$ cat src/sfcc_pkg.sv
// Shared types, constants and CRC function for the sensor frame block.
// No dependencies.
package sfcc_pkg;

  // byte position codes within a frame
  localparam logic [1:0] POS_HIGH  = 2'd0;
  localparam logic [1:0] POS_LOW   = 2'd1;
  localparam logic [1:0] POS_CHECK = 2'd2;

  localparam logic [7:0]  CRC_POLY    = 8'h31;
  localparam logic [15:0] STATUS_MASK = 16'h0003;

  localparam logic [14:0] TEMP_SCALE = 15'd17572;
  localparam logic [14:0] HUM_SCALE  = 15'd12500;
  localparam logic signed [14:0] TEMP_OFFSET = -15'sd4685;
  localparam logic signed [14:0] HUM_OFFSET  = -15'sd600;

  localparam int QUEUE_DEPTH = 2;

  typedef struct packed {
    logic [15:0] raw;
    logic        crc_ok;
    logic        hum;
  } frame_rec_t;

  // CRC-8, MSB first, one byte
  function automatic logic [7:0] crc8_byte(input logic [7:0] crc, input logic [7:0] b);
    logic [7:0] r;
    r = crc ^ b;
    for (int i = 0; i < 8; i++) begin
      if (r[7]) begin
        r = {r[6:0], 1'b0} ^ CRC_POLY;
      end else begin
        r = {r[6:0], 1'b0};
      end
    end
    return r;
  endfunction

endpackage

$ cat src/sfcc_in_if.sv
// Input channel: one received sensor byte per item.
// No dependencies.
interface sfcc_in_if;
  logic       valid;
  logic       ready;
  logic [7:0] rx_byte;
  logic       kind;

  modport source(output valid, output rx_byte, output kind, input ready);
  modport sink(input valid, input rx_byte, input kind, output ready);
endinterface

$ cat src/sfcc_out_if.sv
// Result channel: one checked, converted measurement per item.
// No dependencies.
interface sfcc_out_if;
  logic               valid;
  logic               ready;
  logic [15:0]        raw_value;
  logic signed [14:0] converted;
  logic               crc_ok;
  logic               was_humidity;

  modport source(output valid, output raw_value, output converted, output crc_ok,
                 output was_humidity, input ready);
  modport sink(input valid, input raw_value, input converted, input crc_ok,
               input was_humidity, output ready);
endinterface

$ cat src/sensor_frame_crc_convert_core.sv
// Path: a result goes through the queue, the s1 register and the output register.
// Throughput: one byte per cycle sustained, one result per three bytes;
// input stalls only when the frame queue is full on a checksum byte.
// Reset (rst, synchronous, active high): byte position back to frame start,
// queue emptied, all pipeline valid flags cleared.
// Top level: front end -> frame queue -> back end.
module sensor_frame_crc_convert_core #(
  parameter int QUEUE_DEPTH = sfcc_pkg::QUEUE_DEPTH
) (
  input logic        clk,
  input logic        rst,
  sfcc_in_if.sink    frame_byte,
  sfcc_out_if.source result
);

  // Front end: tracks the byte position (high, low, checksum), keeps the
  // two data bytes and the running CRC-8, and on the checksum byte pushes
  // a finished frame record (raw value, CRC match, kind) into the queue.
  logic                 push_valid, push_ready;
  sfcc_pkg::frame_rec_t push_data;

  // Queue output toward the back end.
  logic                 pop_valid, pop_ready;
  sfcc_pkg::frame_rec_t pop_data;

  sfcc_front u_front (
    .clk        (clk),
    .rst        (rst),
    .frame_byte (frame_byte),
    .push_valid (push_valid),
    .push_ready (push_ready),
    .push_data  (push_data)
  );

  // Short queue so a stalled result side does not hold up byte intake.
  sfcc_queue #(
    .DEPTH (QUEUE_DEPTH)
  ) u_queue (
    .clk        (clk),
    .rst        (rst),
    .push_valid (push_valid),
    .push_ready (push_ready),
    .push_data  (push_data),
    .pop_valid  (pop_valid),
    .pop_ready  (pop_ready),
    .pop_data   (pop_data)
  );

  // Back end: one registered 16x15 multiply by the kind's scale, take the
  // upper 15 bits (floor of /65536), then add the kind's offset into the
  // output register.
  sfcc_back u_back (
    .clk       (clk),
    .rst       (rst),
    .pop_valid (pop_valid),
    .pop_ready (pop_ready),
    .pop_data  (pop_data),
    .result    (result)
  );

endmodule

$ cat src/sfcc_front.sv
// Front end: frame byte tracking, CRC, frame record build.
// Depends on sfcc_pkg and sfcc_in_if.
module sfcc_front (
  input  logic                clk,
  input  logic                rst,
  sfcc_in_if.sink             frame_byte,
  output logic                push_valid,
  input  logic                push_ready,
  output sfcc_pkg::frame_rec_t push_data
);

  logic [1:0] pos, pos_next;
  logic [7:0] crc, crc_next;
  logic [7:0] held_hi, held_lo;
  logic       accept;

  // position 3 is unreachable and behaves as a frame start
  assign frame_byte.ready = (pos != sfcc_pkg::POS_CHECK) || push_ready;
  assign accept = frame_byte.valid && frame_byte.ready;
  assign push_valid = frame_byte.valid && (pos == sfcc_pkg::POS_CHECK);

  assign push_data.raw    = {held_hi, held_lo} & ~sfcc_pkg::STATUS_MASK;
  assign push_data.crc_ok = (crc == frame_byte.rx_byte);
  assign push_data.hum    = frame_byte.kind;

  always_comb begin
    pos_next = pos;
    crc_next = crc;
    unique case (pos)
      sfcc_pkg::POS_LOW: begin
        pos_next = sfcc_pkg::POS_CHECK;
        crc_next = sfcc_pkg::crc8_byte(crc, frame_byte.rx_byte);
      end
      sfcc_pkg::POS_CHECK: begin
        pos_next = sfcc_pkg::POS_HIGH;
        crc_next = '0;
      end
      default: begin
        pos_next = sfcc_pkg::POS_LOW;
        crc_next = sfcc_pkg::crc8_byte(8'h00, frame_byte.rx_byte);
      end
    endcase
  end

  always_ff @(posedge clk) begin
    if (rst) begin
      pos <= sfcc_pkg::POS_HIGH;
      crc <= '0;
    end else if (accept) begin
      pos <= pos_next;
      crc <= crc_next;
    end
  end

  always_ff @(posedge clk) begin
    if (accept && (pos == sfcc_pkg::POS_LOW)) begin
      held_lo <= frame_byte.rx_byte;
    end
    if (accept && (pos != sfcc_pkg::POS_LOW) && (pos != sfcc_pkg::POS_CHECK)) begin
      held_hi <= frame_byte.rx_byte;
    end
  end

endmodule

$ cat src/sfcc_queue.sv
// Short FIFO of frame records between front and back end.
// Depends on sfcc_pkg.
module sfcc_queue #(
  parameter int DEPTH = sfcc_pkg::QUEUE_DEPTH
) (
  input  logic                 clk,
  input  logic                 rst,
  input  logic                 push_valid,
  output logic                 push_ready,
  input  sfcc_pkg::frame_rec_t push_data,
  output logic                 pop_valid,
  input  logic                 pop_ready,
  output sfcc_pkg::frame_rec_t pop_data
);

  localparam int PW = (DEPTH > 1) ? $clog2(DEPTH) : 1;
  localparam int CW = $clog2(DEPTH + 1);
  localparam logic [PW-1:0] LAST = PW'(DEPTH - 1);
  localparam logic [CW-1:0] FULL = CW'(DEPTH);

  sfcc_pkg::frame_rec_t slots [DEPTH];
  logic [PW-1:0] wr_ptr, rd_ptr;
  logic [CW-1:0] count;
  logic          do_push, do_pop;

  assign push_ready = (count != FULL);
  assign pop_valid  = (count != '0);
  assign pop_data   = slots[rd_ptr];
  assign do_push    = push_valid && push_ready;
  assign do_pop     = pop_valid && pop_ready;

  always_ff @(posedge clk) begin
    if (do_push) begin
      slots[wr_ptr] <= push_data;
    end
  end

  always_ff @(posedge clk) begin
    if (rst) begin
      wr_ptr <= '0;
      rd_ptr <= '0;
      count  <= '0;
    end else begin
      if (do_push) begin
        wr_ptr <= (wr_ptr == LAST) ? '0 : wr_ptr + 1'b1;
      end
      if (do_pop) begin
        rd_ptr <= (rd_ptr == LAST) ? '0 : rd_ptr + 1'b1;
      end
      if (do_push && !do_pop) begin
        count <= count + 1'b1;
      end else if (do_pop && !do_push) begin
        count <= count - 1'b1;
      end
    end
  end

endmodule

$ cat src/sfcc_back.sv
// Back end: scale multiply, offset add, output register.
// Depends on sfcc_pkg and sfcc_out_if.
module sfcc_back (
  input  logic                 clk,
  input  logic                 rst,
  input  logic                 pop_valid,
  output logic                 pop_ready,
  input  sfcc_pkg::frame_rec_t pop_data,
  sfcc_out_if.source           result
);

  logic [30:0] prod;
  logic        s1_valid;
  logic [14:0] s1_quot;
  logic [15:0] s1_raw;
  logic        s1_crc, s1_hum;
  logic        out_free, s1_free;
  logic signed [15:0] sum;

  assign out_free  = !result.valid || result.ready;
  assign s1_free   = !s1_valid || out_free;
  assign pop_ready = s1_free;

  assign prod = 31'(pop_data.raw) *
                31'(pop_data.hum ? sfcc_pkg::HUM_SCALE : sfcc_pkg::TEMP_SCALE);

  assign sum = 16'(signed'({1'b0, s1_quot})) +
               16'(s1_hum ? sfcc_pkg::HUM_OFFSET : sfcc_pkg::TEMP_OFFSET);

  always_ff @(posedge clk) begin
    if (rst) begin
      s1_valid     <= 1'b0;
      result.valid <= 1'b0;
    end else begin
      if (s1_free) begin
        s1_valid <= pop_valid;
      end
      if (out_free) begin
        result.valid <= s1_valid;
      end
    end
  end

  always_ff @(posedge clk) begin
    if (s1_free && pop_valid) begin
      s1_quot <= prod[30:16];
      s1_raw  <= pop_data.raw;
      s1_crc  <= pop_data.crc_ok;
      s1_hum  <= pop_data.hum;
    end
    if (out_free && s1_valid) begin
      result.raw_value    <= s1_raw;
      result.converted    <= sum[14:0];
      result.crc_ok       <= s1_crc;
      result.was_humidity <= s1_hum;
    end
  end

endmodule

$ cat src/flat_wrapper.sv
// flat-port wrapper written by rule: the top's interface ports become plain ports
module sensor_frame_crc_convert_core_flat 
#(
  parameter int QUEUE_DEPTH = sfcc_pkg::QUEUE_DEPTH
)
  (clk, rst, frame_byte_valid, frame_byte_rx_byte, frame_byte_kind, frame_byte_ready, result_valid, result_raw_value, result_converted, result_crc_ok, result_was_humidity, result_ready);
  sfcc_in_if frame_byte_i ();
  sfcc_out_if result_i ();
  input logic clk;
  input logic rst;
  input wire logic [$bits(frame_byte_i.valid)-1:0] frame_byte_valid;
  input wire logic [$bits(frame_byte_i.rx_byte)-1:0] frame_byte_rx_byte;
  input wire logic [$bits(frame_byte_i.kind)-1:0] frame_byte_kind;
  output wire logic [$bits(frame_byte_i.ready)-1:0] frame_byte_ready;
  output wire logic [$bits(result_i.valid)-1:0] result_valid;
  output wire logic [$bits(result_i.raw_value)-1:0] result_raw_value;
  output wire logic [$bits(result_i.converted)-1:0] result_converted;
  output wire logic [$bits(result_i.crc_ok)-1:0] result_crc_ok;
  output wire logic [$bits(result_i.was_humidity)-1:0] result_was_humidity;
  input wire logic [$bits(result_i.ready)-1:0] result_ready;
  assign frame_byte_i.valid = frame_byte_valid;
  assign frame_byte_i.rx_byte = frame_byte_rx_byte;
  assign frame_byte_i.kind = frame_byte_kind;
  assign frame_byte_ready = frame_byte_i.ready;
  assign result_valid = result_i.valid;
  assign result_raw_value = result_i.raw_value;
  assign result_converted = result_i.converted;
  assign result_crc_ok = result_i.crc_ok;
  assign result_was_humidity = result_i.was_humidity;
  assign result_i.ready = result_ready;
  sensor_frame_crc_convert_core #(.QUEUE_DEPTH(QUEUE_DEPTH)) u_core (.clk(clk), .rst(rst), .frame_byte(frame_byte_i), .result(result_i));
endmodule
$ cat config.mk
export PLATFORM = sky130hd
export DESIGN_NAME = sensor_frame_crc_convert_core_flat
export DESIGN_NICKNAME = d
export VERILOG_FILES = /design/src/sfcc_pkg.sv /design/src/sfcc_in_if.sv /design/src/sfcc_out_if.sv /design/src/sensor_frame_crc_convert_core.sv /design/src/sfcc_front.sv /design/src/sfcc_queue.sv /design/src/sfcc_back.sv /design/src/flat_wrapper.sv
export SDC_FILE = /design/constraint.sdc
export NUM_CORES = 1
export LEC_CHECK = 0
export BUFFER_PORTS_ARGS = -buffer_cell sky130_fd_sc_hd__buf_4
export CAP_MARGIN = 20
export CORE_ASPECT_RATIO = 1.2
export CORE_MARGIN = 3
export CORE_UTILIZATION = 57
export DETAILED_ROUTE_END_ITERATION = 6
export GPL_TIMING_DRIVEN = 1
export PLACE_DENSITY = 0.79
export RECOVER_POWER = 50
export REMOVE_ABC_BUFFERS = 1
export SYNTH_ARGS = -nofsm -noshare
export SYNTH_HDL_FRONTEND = slang
export SYNTH_HIERARCHICAL = 1
export SYNTH_SLANG_ARGS = --single-unit
$ cat constraint.sdc
create_clock -name clk -period 6.2 [get_ports clk]
set_input_delay 0.62 -clock clk [delete_from_list [all_inputs] [get_ports clk]]
set_output_delay 0.62 -clock clk [all_outputs]
set_load 0.05 [all_outputs]
Word level (Yosys, flattened, before mapping)
Memory sizes are Yosys's and may differ from the RTL's. A register that Yosys moved wholly into a read port is not among the register bits.
Cells that the tools add are included.
Storage, ports and cells
  register bits after elaboration: 98
  bits of input ports: 13
  logic and storage cells: 109
  memories: 1
  memory bits (writable): 32
Memories
  u_core.u_queue.slots: depth 2, bits a word 16, rd ports 1, clocked after memory_dff 1, wr ports 1, line sfcc_queue.sv:21  | sfcc_pkg::frame_rec_t slots [DEPTH];
Cells by class
  bitwise operators: 17
  reductions and logical operators: 20
  equal/unequal tests: 6
  muxes and demuxes: 42
  add/subtract/negate cells: 5
  $mul: 1
Operators with widths (count)
  8-bit two-way mux: 14
  6-bit two-way mux: 16
  3-bit inverter: 16
  16-bit by 15-bit multiplier with 31-bit output: 1
  8-bit one-hot mux with 2 select lines: 1
  15-bit by 14-bit adder with 15-bit output: 1
  15-bit two-way mux: 1
  13-bit two-way mux: 1
  1-bit logical AND: 10
  8-bit equality test: 1
  8-bit XOR: 1
  1-bit two-way mux: 6
  1-bit zero test: 4
  2-bit two-way mux: 2
  2-bit inequality test, second input constant: 2
  2-bit one-hot mux with 2 select lines: 1
  2-bit nonzero test: 2
  1-bit logical OR: 3
  1-bit adder, second input constant: 2
  2-bit by 1-bit adder with 2-bit output, second input constant: 1
  2-bit by 1-bit equality test with 1-bit output, second input constant: 1
  2-bit equality test, second input constant: 1
  2-bit by 1-bit inequality test with 1-bit output, second input constant: 1
  2-bit OR reduction: 1
  2-bit by 1-bit subtractor with 2-bit output, second input constant: 1

Depth between registers and ports, before layout
Gate-level depths: netlist of the first run.
  depth in word-level cells: 25
  gate-level depth with buffers: 26
  mapped depth without buffers: 23

Cells and area by module
Netlist of the first run, hierarchy kept.
By module, submodules not included
  sfcc_back: instances 1, cells each 608, sequential area each 2021.9 um^2, area each 6872.8 um^2
  sfcc_queue: instances 1, cells each 80, sequential area each 1181.1 um^2, area each 1519.0 um^2
  sfcc_front: instances 1, cells each 123, sequential area each 620.6 um^2, area each 1357.6 um^2

Worst setup path after synthesis of the first run
OpenSTA, ideal clock, no wires.
  kind: register -> register
  from: reg with a tool-made name
  to: reg u_core.u_back.s1_quot[12], data pin
  buffers on the path: 3
  data required time: 5.936 ns
  library setup time: 0.264 ns
  cell stages (with the launch flop): 26
  arrival time: 5.806 ns
  period minus slack after synthesis: 6.071 ns
  setup slack: 0.129 ns
  cell sequence: dfxtp_1 -> buf_2 -> mux2_2 -> buf_2 -> clkbuf_1 -> and2_1 -> nor2_1 -> inv_1 -> ha_1 -> fa_1 -> inv_1 -> fa_1 -> inv_1 -> fa_1 -> inv_1 -> fa_1 -> inv_1 -> ha_1 -> ha_1 -> inv_2 -> o21bai_1 -> a21o_1 -> a21o_1 -> a221oi_2 -> o21ai_0 -> nor2b_1
RTL lines
  end signal, assigned: line sfcc_back.sv:46  | s1_quot <= prod[30:16];
  end, declared: line sfcc_back.sv:14  | logic [14:0] s1_quot;

==> results.toml, run 1 <==
[outcome]
status = "finished with violations"
violations = "capacitance limit, slew limit"

[clocking]
numCtsBuffers = 17
clock_latency_ps = 420
h-tree-depth = 4
cts_tree = "yes"
cts-root-buf = "clkbuf_16"
holdBufCountCts = 0
cts_sinks = 133
clkTransAtPathRegs_ps = 60
ctsLongestPathBuffers = 2

[setup_path]
endpoint_kind = "flop"
worstPathRequired_ps = 6360
crit_fanout = 11
crit_arrival_ps = 6120
critPathLaunchType = "flop"
critPathKind = "reg -> reg"

[synth]
syn_area_sq_um = 9749
synthCells = 811
ys_warn_count = 6
synth_top_flop_cell = "edfxtp_1"
avgSynthCellArea_sq_um = 12.02
yosysSeqAreaShare = 0.3922
ys_ff_latch = 133
yosysUniqueCellTypes = 57
synth_edf_count = 116
synthArstFlopShare = 0

[placed_design]
gp_congestion = 0.9047
dpl.cell_count = 1068
hpwl_um = 13820
port_buffers = 47

[global_route]
grt_usage = 0.2017
grt_max_degree = 34
grt_pass1_vias = 6188
antenna_found_initial = 0
grt_pass1_wl_um = 29530
grt_overflow = 0

[sta]
worst_pin_slew_ps = 1983
post-route-period-util = 0.9609
slew_headroom = -0.3223
period_needed_ps = 5958
setup_viol = 0
fmax_ghz = 0.1678
hold_viol_final = 0
report.final.slew_viol_count = 34
fin_skew_ps = 10.71

[cells_and_area]
layoutNonFillerInstCount = 1103
nets = 1092
syn2layout_area_growth_pct = 12.74
insertedDiodeCount = 0
fill_cells = 1218
final_layout_size_suffix_gt1_frac = 0.1268

[routing]
route.met3.wl_um = 689
avgRoutedWirePerCell_um = 15.95
wl_met2_um = 9531
vias = 5852
antenna_left = 0
wirelength_um = 17600
drc_errors = 0
routed.top_layer = "met4"
vias_per_cell = 5.306
drt_iter0_markers = 300
first_pass_iters = 5
wl_met1_um = 7073

[run]
max_cap_viol_count = 1

[floorplan]
start_util = 0.5899
core_sq_um = 16530
die_w_um = 125.4
ios = 48
row_count = 51
die_h_um = 149.3
die_area_sq_um = 18720

[min_path]
hp-class = "in -> reg"
[synth_stat cells, types with 17 or more instances]
| library cell | number | area [sq um] |
|---|---|---|
| fa_1 | 77 | 1541 |
| a21oi_1 | 20 | 100.1 |
| xor2_1 | 29 | 254.0 |
| clkbuf_1 | 17 | 63.81 |
| and2_1 | 18 | 112.6 |
| inv_1 | 119 | 446.7 |
| nand2_1 | 33 | 123.9 |
| xnor2_1 | 44 | 385.4 |
| nor2_1 | 49 | 183.9 |
| ha_1 | 124 | 1551 |
| dfxtp_1 | 17 | 340.3 |
| mux2_2 | 19 | 214.0 |
| edfxtp_1 | 116 | 3483 |
[state kept, by name (all words and copies together) (netlist names), 2 cells and up, named ones only]
name	count
u_core/u_back/result.raw_value	16
u_core/u_front/crc	8
u_core/u_back/result.converted	15
u_core/u_queue/slots	36
u_core/u_back/s1_quot	15
u_core/u_front/held_hi	8
u_core/u_queue/count	2
u_core/u_front/held_lo	6
u_core/u_front/pos	2
u_core/u_back/s1_raw	16
[layout make-up]
class	instances	area (sq um)	share of cell area
clock buffer	18	429.2	0.03904
timing repair buffer	60	395.4	0.03597
clock inverter	14	183.9	0.01673
multi-input combinational	546	5440	0.4949
tap	212	265.3	0.02413
sequential	133	3827	0.3482
inverter	120	450.4	0.04098
[metrics by stage]
| step | setup TNS (ps) | hold slack (ps) | instance area, sq um | util | setup slack [ps] |
|---|---|---|---|---|---|
| floorplan | -147.3 | 400.3 | 9674 | - | -61.51 |
| global placement | 0 | 402.3 | 10390 | 0.6285 | 163.7 |
| detailed placement | 0 | 406.1 | 10390 | 0.6285 | 63.52 |
| CTS | 0 | 371.1 | 11000 | 0.6656 | 79.58 |
| global route | -149.1 | 394.2 | 10990 | 0.6651 | -49.60 |
| finish | 0 | 413.3 | 10990 | 0.6651 | 242.2 |
[layout by cell type, fill, tap and decap left out, types with 3 or more instances in the layout]
cell and n:
a211oi_2 3, a21boi_1 3, a21o_1 4, a21oi_1 18, a21oi_2 5, a221oi_1 7, a31oi_1 3, and2_1 17
and3_1 6, buf_4 40, bufinv_16 4, clkbuf_1 19, clkbuf_16 17, clkinv_2 3, conb_1 19, dfxtp_1 16
edfxtp_1 116, fa_1 77, ha_1 123, inv_1 119, mux2_1 12, mux2_2 6, nand2_1 33, nand2b_1 5
nand3_1 5, nand4_1 4, nor2_1 48, nor2b_1 6, nor3_1 7, o21ai_0 9, o21ai_1 5, o21bai_1 3
o31a_1 3, or2_2 9, or3_1 3, xnor2_1 44, xor2_1 29
[metal layers]
layer  vias up  track usage
li1       2844            -
met1      2841       0.2360
met2       143       0.3743
met3        24      0.03438
met4         0      0.07050
met5         -            0
[cells by family (layout without fill, tap and decap cells)]
family          after synthesis  count (layout)  synth area share
xor+xnor                     77              77           0.07392
flops                       133             133            0.3922
buf+inv                     148             212           0.06006
compound gates               73              73           0.05339
other cells                   3              19          0.001155
fa+ha+maj                   201             201            0.3172
simple gates                156             156           0.07906
mux                          20              20           0.02297
[critical path, stage by stage (launching register included)]
cell and delay (ps):
dfxtp_4 380, buf_12 140, mux2_1 370, and2_1 220, nor2_1 170, inv_1 70
ha_1 300, fa_1 530, inv_1 50, fa_1 500, fa_1 510, fa_1 540
inv_1 40, ha_1 290, ha_1 340, a21oi_2 160, o21bai_1 70, a21o_1 190
a21o_1 230, a221oi_4 330, o21ai_0 130, nor2b_1 140
[repair_timing]
action                                 in CTS  in global routing
setup endpoints to repair                   0                  6
endpoints found under the hold margin       0                  0
buffers inserted                            0                  2
gates resized for setup                     0                  9
[worst paths after layout]
| check | startpoint | end | slack [ps] | cells after the start |
|---|---|---|---|---|
| worst min-delay path | frame_byte_kind | u_core/u_queue/slots[1][0]$_DFFE_PP_ | 410 | 1 |
| worst max register to register | flop | u_core/u_back/s1_quot[12]$_DFFE_PP_ | 240 | 21 |
| worst min register to register | u_core/u_back/s1_raw[0]$_DFFE_PP_ | u_core/u_back/result.raw_value[0]$_DFFE_PP_ | 420 | 0 |
| worst max-delay path | flop | u_core/u_back/s1_quot[12]$_DFFE_PP_ | 240 | 21 |
Power of run 1 is not shown: default switching activity piles up to over one toggle a cycle in this logic, so the estimate is an artifact.
==> inputs of run 2 (changes only) <==
--- a/config.mk
+++ b/config.mk
@@ -9,3 +9,3 @@
 export CAP_MARGIN = 20
-export CORE_ASPECT_RATIO = 1.2
+export CORE_ASPECT_RATIO = 0.5
 export CORE_MARGIN = 3
==> constraint.sdc (replaced) <==
create_clock -name clk -period 6.2 [get_ports clk]
set_input_delay 0.93 -clock clk [delete_from_list [all_inputs] [get_ports clk]]
set_output_delay 0.93 -clock clk [all_outputs]
set_load 0.05 [all_outputs]
==> results.toml, run 2 (synthesized netlist as in run 1, its figures left out) <==
[outcome]
status = "finished with violations"
violations = "capacitance limit, slew limit"

[global_route]
grt_max_degree = 34
grt_pass1_wl_um = 30070
grt_pass1_vias = 6097
grt_overflow = 0
grt_usage = 0.2076
antenna_found_initial = 0

[clocking]
clock_latency_ps = 430
ctsLongestPathBuffers = 2
h-tree-depth = 4
numCtsBuffers = 17
cts_sinks = 133
cts_tree = "yes"
cts-root-buf = "clkbuf_16"
clkTransAtPathRegs_ps = 70

[setup_path]
cp_slowest_cell = "fa_1"
critPathBufInv = 4
critPathKind = "reg -> reg"
endpoint_kind = "flop"
critPathTopFamily = "adder cells"
r2r_slack_ps = 230
critPathLaunchType = "flop"
crit_arrival_ps = 6140
ff2ff_path_depth = 21
crit_fanout = 15
slowest_delay_ps = 570
regToRegEndpoint = "u_core/u_back/s1_quot[12]$_DFFE_PP_"
crit_chain = "buf_12 > mux2_2 > and2_1 > nor2_1 > inv_1 > ha_1 > fa_1 > inv_1 > fa_1 > fa_1 > fa_1 > inv_1 > ha_1 > ha_1 > a21oi_2 > o21bai_1 > a21o_1 > a21o_1 > a221oi_4 > o21ai_0 > nor2b_1"
crit_path_frequent_cell = "fa_1"
worstPathRequired_ps = 6370

[floorplan]
die_w_um = 191.0
die_area_sq_um = 18800
core_sq_um = 16560
start_util = 0.5888
row_count = 33
ios = 48
die_h_um = 98.48

[cells_and_area]
largest_reg_flops = 36
fill_cells = 1219
nets = 1091
insertedDiodeCount = 0
seqCellArea_sq_um = 3827
layoutNonFillerInstCount = 1117
final_common_cell = "ha_1"
regMostFlops = "u_core/u_queue/slots"
reg_top3 = "u_core/u_queue/slots: 36 flops, u_core/u_back/result.raw_value: 16 flops, u_core/u_back/s1_raw: 16 flops"
syn2layout_area_growth_pct = 13.44
layout_common_cells = "ha_1 (123), inv_1 (119), edfxtp_1 (116)"
multi_input_area_sq_um = 5473
final_layout_size_suffix_gt1_frac = 0.1404
final_util = 0.6680

[routing]
first_pass_iters = 5
antenna_left = 0
drt_iter0_markers = 388
vias_per_cell = 5.258
wl_met1_um = 8596
wl_met2_um = 8588
wirelength_um = 18190
route.met3.wl_um = 758
vias = 5873
routed.top_layer = "met4"
avgRoutedWirePerCell_um = 16.28
drc_errors = 0

[min_path]
holdPathEnd = "u_core/u_back/result.raw_value[4]$_DFFE_PP_"
hold_path.startpoint = "u_core/u_back/s1_raw[4]$_DFFE_PP_"
hp-class = "reg -> reg"
whs_path_depth = 0

[sta]
setup_viol = 0
hold_viol_final = 0
fmax_ghz = 0.1675
fin_skew_ps = 13.10
slew_headroom = -0.3144
layout_setup_ws_ps = 228.7
rsz0062_at_grt = "false"
worst_pin_slew_ps = 1972
post-route-period-util = 0.9631
report.final.slew_viol_count = 34
period_needed_ps = 5971

[placed_design]
gp_congestion = 0.9465
port_buffers = 47
place_ws_ps = 31.92
hpwl_um = 13590
dpl.cell_count = 1084

[run]
max_cap_viol_count = 1
[run 2: metrics by stage]
stage / hold slack [ps] / setup TNS [ps] / area, sq um
after global placement: 404.5 / 0 / 10410
final: 417.1 / 0 / 11060
after floorplan: 400.3 / -147.3 / 9674
after global routing: 422.1 / 0 / 11060
after detailed placement: 405.4 / 0 / 10410
after CTS: 419.2 / 0 / 11030
[run 2: repair_timing]
action | CTS | global route
endpoints found under the hold margin | 0 | 0
endpoints found under the setup margin | 1 | 7
pin swaps | 0 | 4
gates resized for setup | 1 | 15
gates cloned | 0 | 0
hold buffers | 0 | 0
setup buffers | 0 | 1
[run 2: metal layers]
metal	up-vias	global-route usage
li1	2842	-
met4	0	0.05352
met5	-	0
met3	16	0.04407
met2	127	0.3340
met1	2888	0.2920
[run 2: worst max-delay path by stage]
stage / start / endpoint / slack (ps) / cells after the start
4_1_cts: flop / u_core/u_back/s1_quot[14]$_DFFE_PP_ / 70 / 23
2_1_floorplan: flop / u_core/u_back/s1_quot[12]$_DFFE_PP_ / -60 / 22
6_report: flop / u_core/u_back/s1_quot[12]$_DFFE_PP_ / 230 / 21
3_3_place_gp: flop / u_core/u_back/s1_quot[14]$_DFFE_PP_ / 170 / 23
5_1_grt: flop / u_core/u_back/s1_quot[14]$_DFFE_PP_ / 10 / 19
3_5_place_dp: flop / u_core/u_back/s1_quot[14]$_DFFE_PP_ / 30 / 23
[run 2: area by class of cell]
type / instances / area share
Clock buffer: 19 / 0.04107
Clock inverter: 13 / 0.01414
Inverter: 120 / 0.04073
Multi-Input combinational cell: 546 / 0.4949
Sequential cell: 133 / 0.3461
Tap cell: 227 / 0.02568
Timing Repair Buffer: 59 / 0.03745
Power of run 2 is left out for the same reason.
==> inputs of run 3 (changes only) <==
- MAX_ROUTING_LAYER: not set -> met4
==> results.toml, run 3 (synthesized netlist as in run 1, its figures left out) <==
[floorplan]
core_sq_um = 16560
die_area_sq_um = 18800
row_count = 33
ios = 48
die_w_um = 191.0
start_util = 0.5888
die_h_um = 98.48

[routing]
wirelength_um = 18310
vias = 5818
antenna_left = 0
drt_iter0_markers = 359
vias_per_cell = 5.195
drc_errors = 0
avgRoutedWirePerCell_um = 16.35
first_pass_iters = 5

[placed_design]
hpwl_um = 14010
gp_congestion = 0.9640
place_ws_ps = 71.46
port_buffers = 47

[sta]
report.final.slew_viol_count = 34
post-route-period-util = 0.9559
hold_viol_final = 0
setup_viol = 0
worst_pin_slew_ps = 2023
period_needed_ps = 5927
layout_setup_ws_ps = 273.4
setup-tns-final_ps = 0
fin_skew_ps = 14.21
fmax_ghz = 0.1687
slew_headroom = -0.3486

[setup_path]
slowest_delay_ps = 550
critPathBufInv = 7
regToRegEndpoint = "u_core/u_back/s1_quot[14]$_DFFE_PP_"
crit_arrival_ps = 6180
critPathKind = "reg -> reg"
crit_fanout = 6
crit_chain = "buf_6 > mux2_2 > and2_1 > nor2_2 > inv_1 > ha_1 > fa_1 > inv_1 > fa_1 > inv_1 > fa_1 > inv_1 > fa_1 > inv_1 > ha_1 > ha_4 > inv_2 > o21bai_1 > a21o_1 > a21o_1 > a221oi_4 > o31a_1 > a311oi_2"
critPathLaunchType = "flop"
cp_num_cells = 23
worstPathRequired_ps = 6450
crit_end = "u_core/u_back/s1_quot[14]$_DFFE_PP_"
cp_slowest_cell = "fa_1"
r2r_slack_ps = 270
ff2ff_path_depth = 23
crit_path_frequent_cell = "inv_1"
endpoint_kind = "flop"
critPathTopFamily = "adder cells"

[global_route]
antenna_found_initial = 0
grt_usage = 0.2154
grt_pass1_wl_um = 30440
grt_overflow = 0
grt_pass1_vias = 6092
grt_max_degree = 34

[clocking]
clkTransAtPathRegs_ps = 60
clock_latency_ps = 420
cts-root-buf = "clkbuf_16"
cts_sinks = 133
h-tree-depth = 4
cts_tree = "yes"
numCtsBuffers = 17
ctsLongestPathBuffers = 2

[cells_and_area]
final_util = 0.6647
regMostFlops = "u_core/u_queue/slots"
nets = 1094
insertedDiodeCount = 0
multi_input_area_sq_um = 5435
fill_cells = 1219
final_common_cell = "ha_1"
syn2layout_area_growth_pct = 12.89
largest_reg_flops = 36
final_layout_size_suffix_gt1_frac = 0.1400
seqCellArea_sq_um = 3827
reg_top3 = "u_core/u_queue/slots: 36 flops, u_core/u_back/result.raw_value: 16 flops, u_core/u_back/s1_raw: 16 flops"
layout_common_cells = "ha_1 (123), inv_1 (119), edfxtp_1 (116)"

[outcome]
status = "finished with violations"
violations = "capacitance limit, slew limit"

[run]
max_cap_viol_count = 1

[min_path]
hp-class = "reg -> reg"
run 3: routing by layer:
layer  share of wire  vias up  routed length [um]  track usage
li1                -     2845                   -            -
met1            0.46     2814                8498       0.2777
met2            0.48      140                8699       0.3527
met3           0.050       19                 909      0.04691
met4           0.011        0                 204      0.05352
met5               0        -                   0            -
run 3: timing repair:
action / in CTS / in global routing
resized for setup: 1 / 11
pin swaps: 0 / 3
hold buffers: 0 / 0
endpoints found under the setup margin: 2 / 6
setup buffers: 0 / 1
run 3: final cells by class:
type	instances	area share
multi-input cells	546	0.4939
clock inverters	12	0.009550
inverters	120	0.04093
clock buffers	20	0.04354
well taps	227	0.02581
flip-flops and latches	133	0.3478
repair buffers	62	0.03854
run 3: worst min path at each step:
stage	startpoint	to	slack, ps	cells past startpoint
detailed placement	u_core/u_back/s1_raw[5]$_DFFE_PP_	u_core/u_back/result.raw_value[5]$_DFFE_PP_	400	0
finish	u_core/u_back/s1_raw[5]$_DFFE_PP_	u_core/u_back/result.raw_value[5]$_DFFE_PP_	420	0
floorplan	u_core/u_back/s1_crc$_DFFE_PP_	u_core/u_back/result.crc_ok$_DFFE_PP_	400	0
global placement	u_core/u_back/s1_raw[5]$_DFFE_PP_	u_core/u_back/result.raw_value[5]$_DFFE_PP_	400	0
global route	u_core/u_back/s1_raw[5]$_DFFE_PP_	u_core/u_back/result.raw_value[5]$_DFFE_PP_	420	0
CTS	u_core/u_back/s1_raw[5]$_DFFE_PP_	u_core/u_back/result.raw_value[5]$_DFFE_PP_	410	0
run 3: through the flow:
step	instance area, sq um	cells	hold WS, ps
4_1_cts	11000	1118	413.7
3_5_place_dp	10420	1086	404.5
2_1_floorplan	9674	799	400.3
6_report	11010	1120	416.0
5_1_grt	11010	1120	421.8
3_3_place_gp	10420	1086	403.5
Power of run 3 is left out for the same reason.
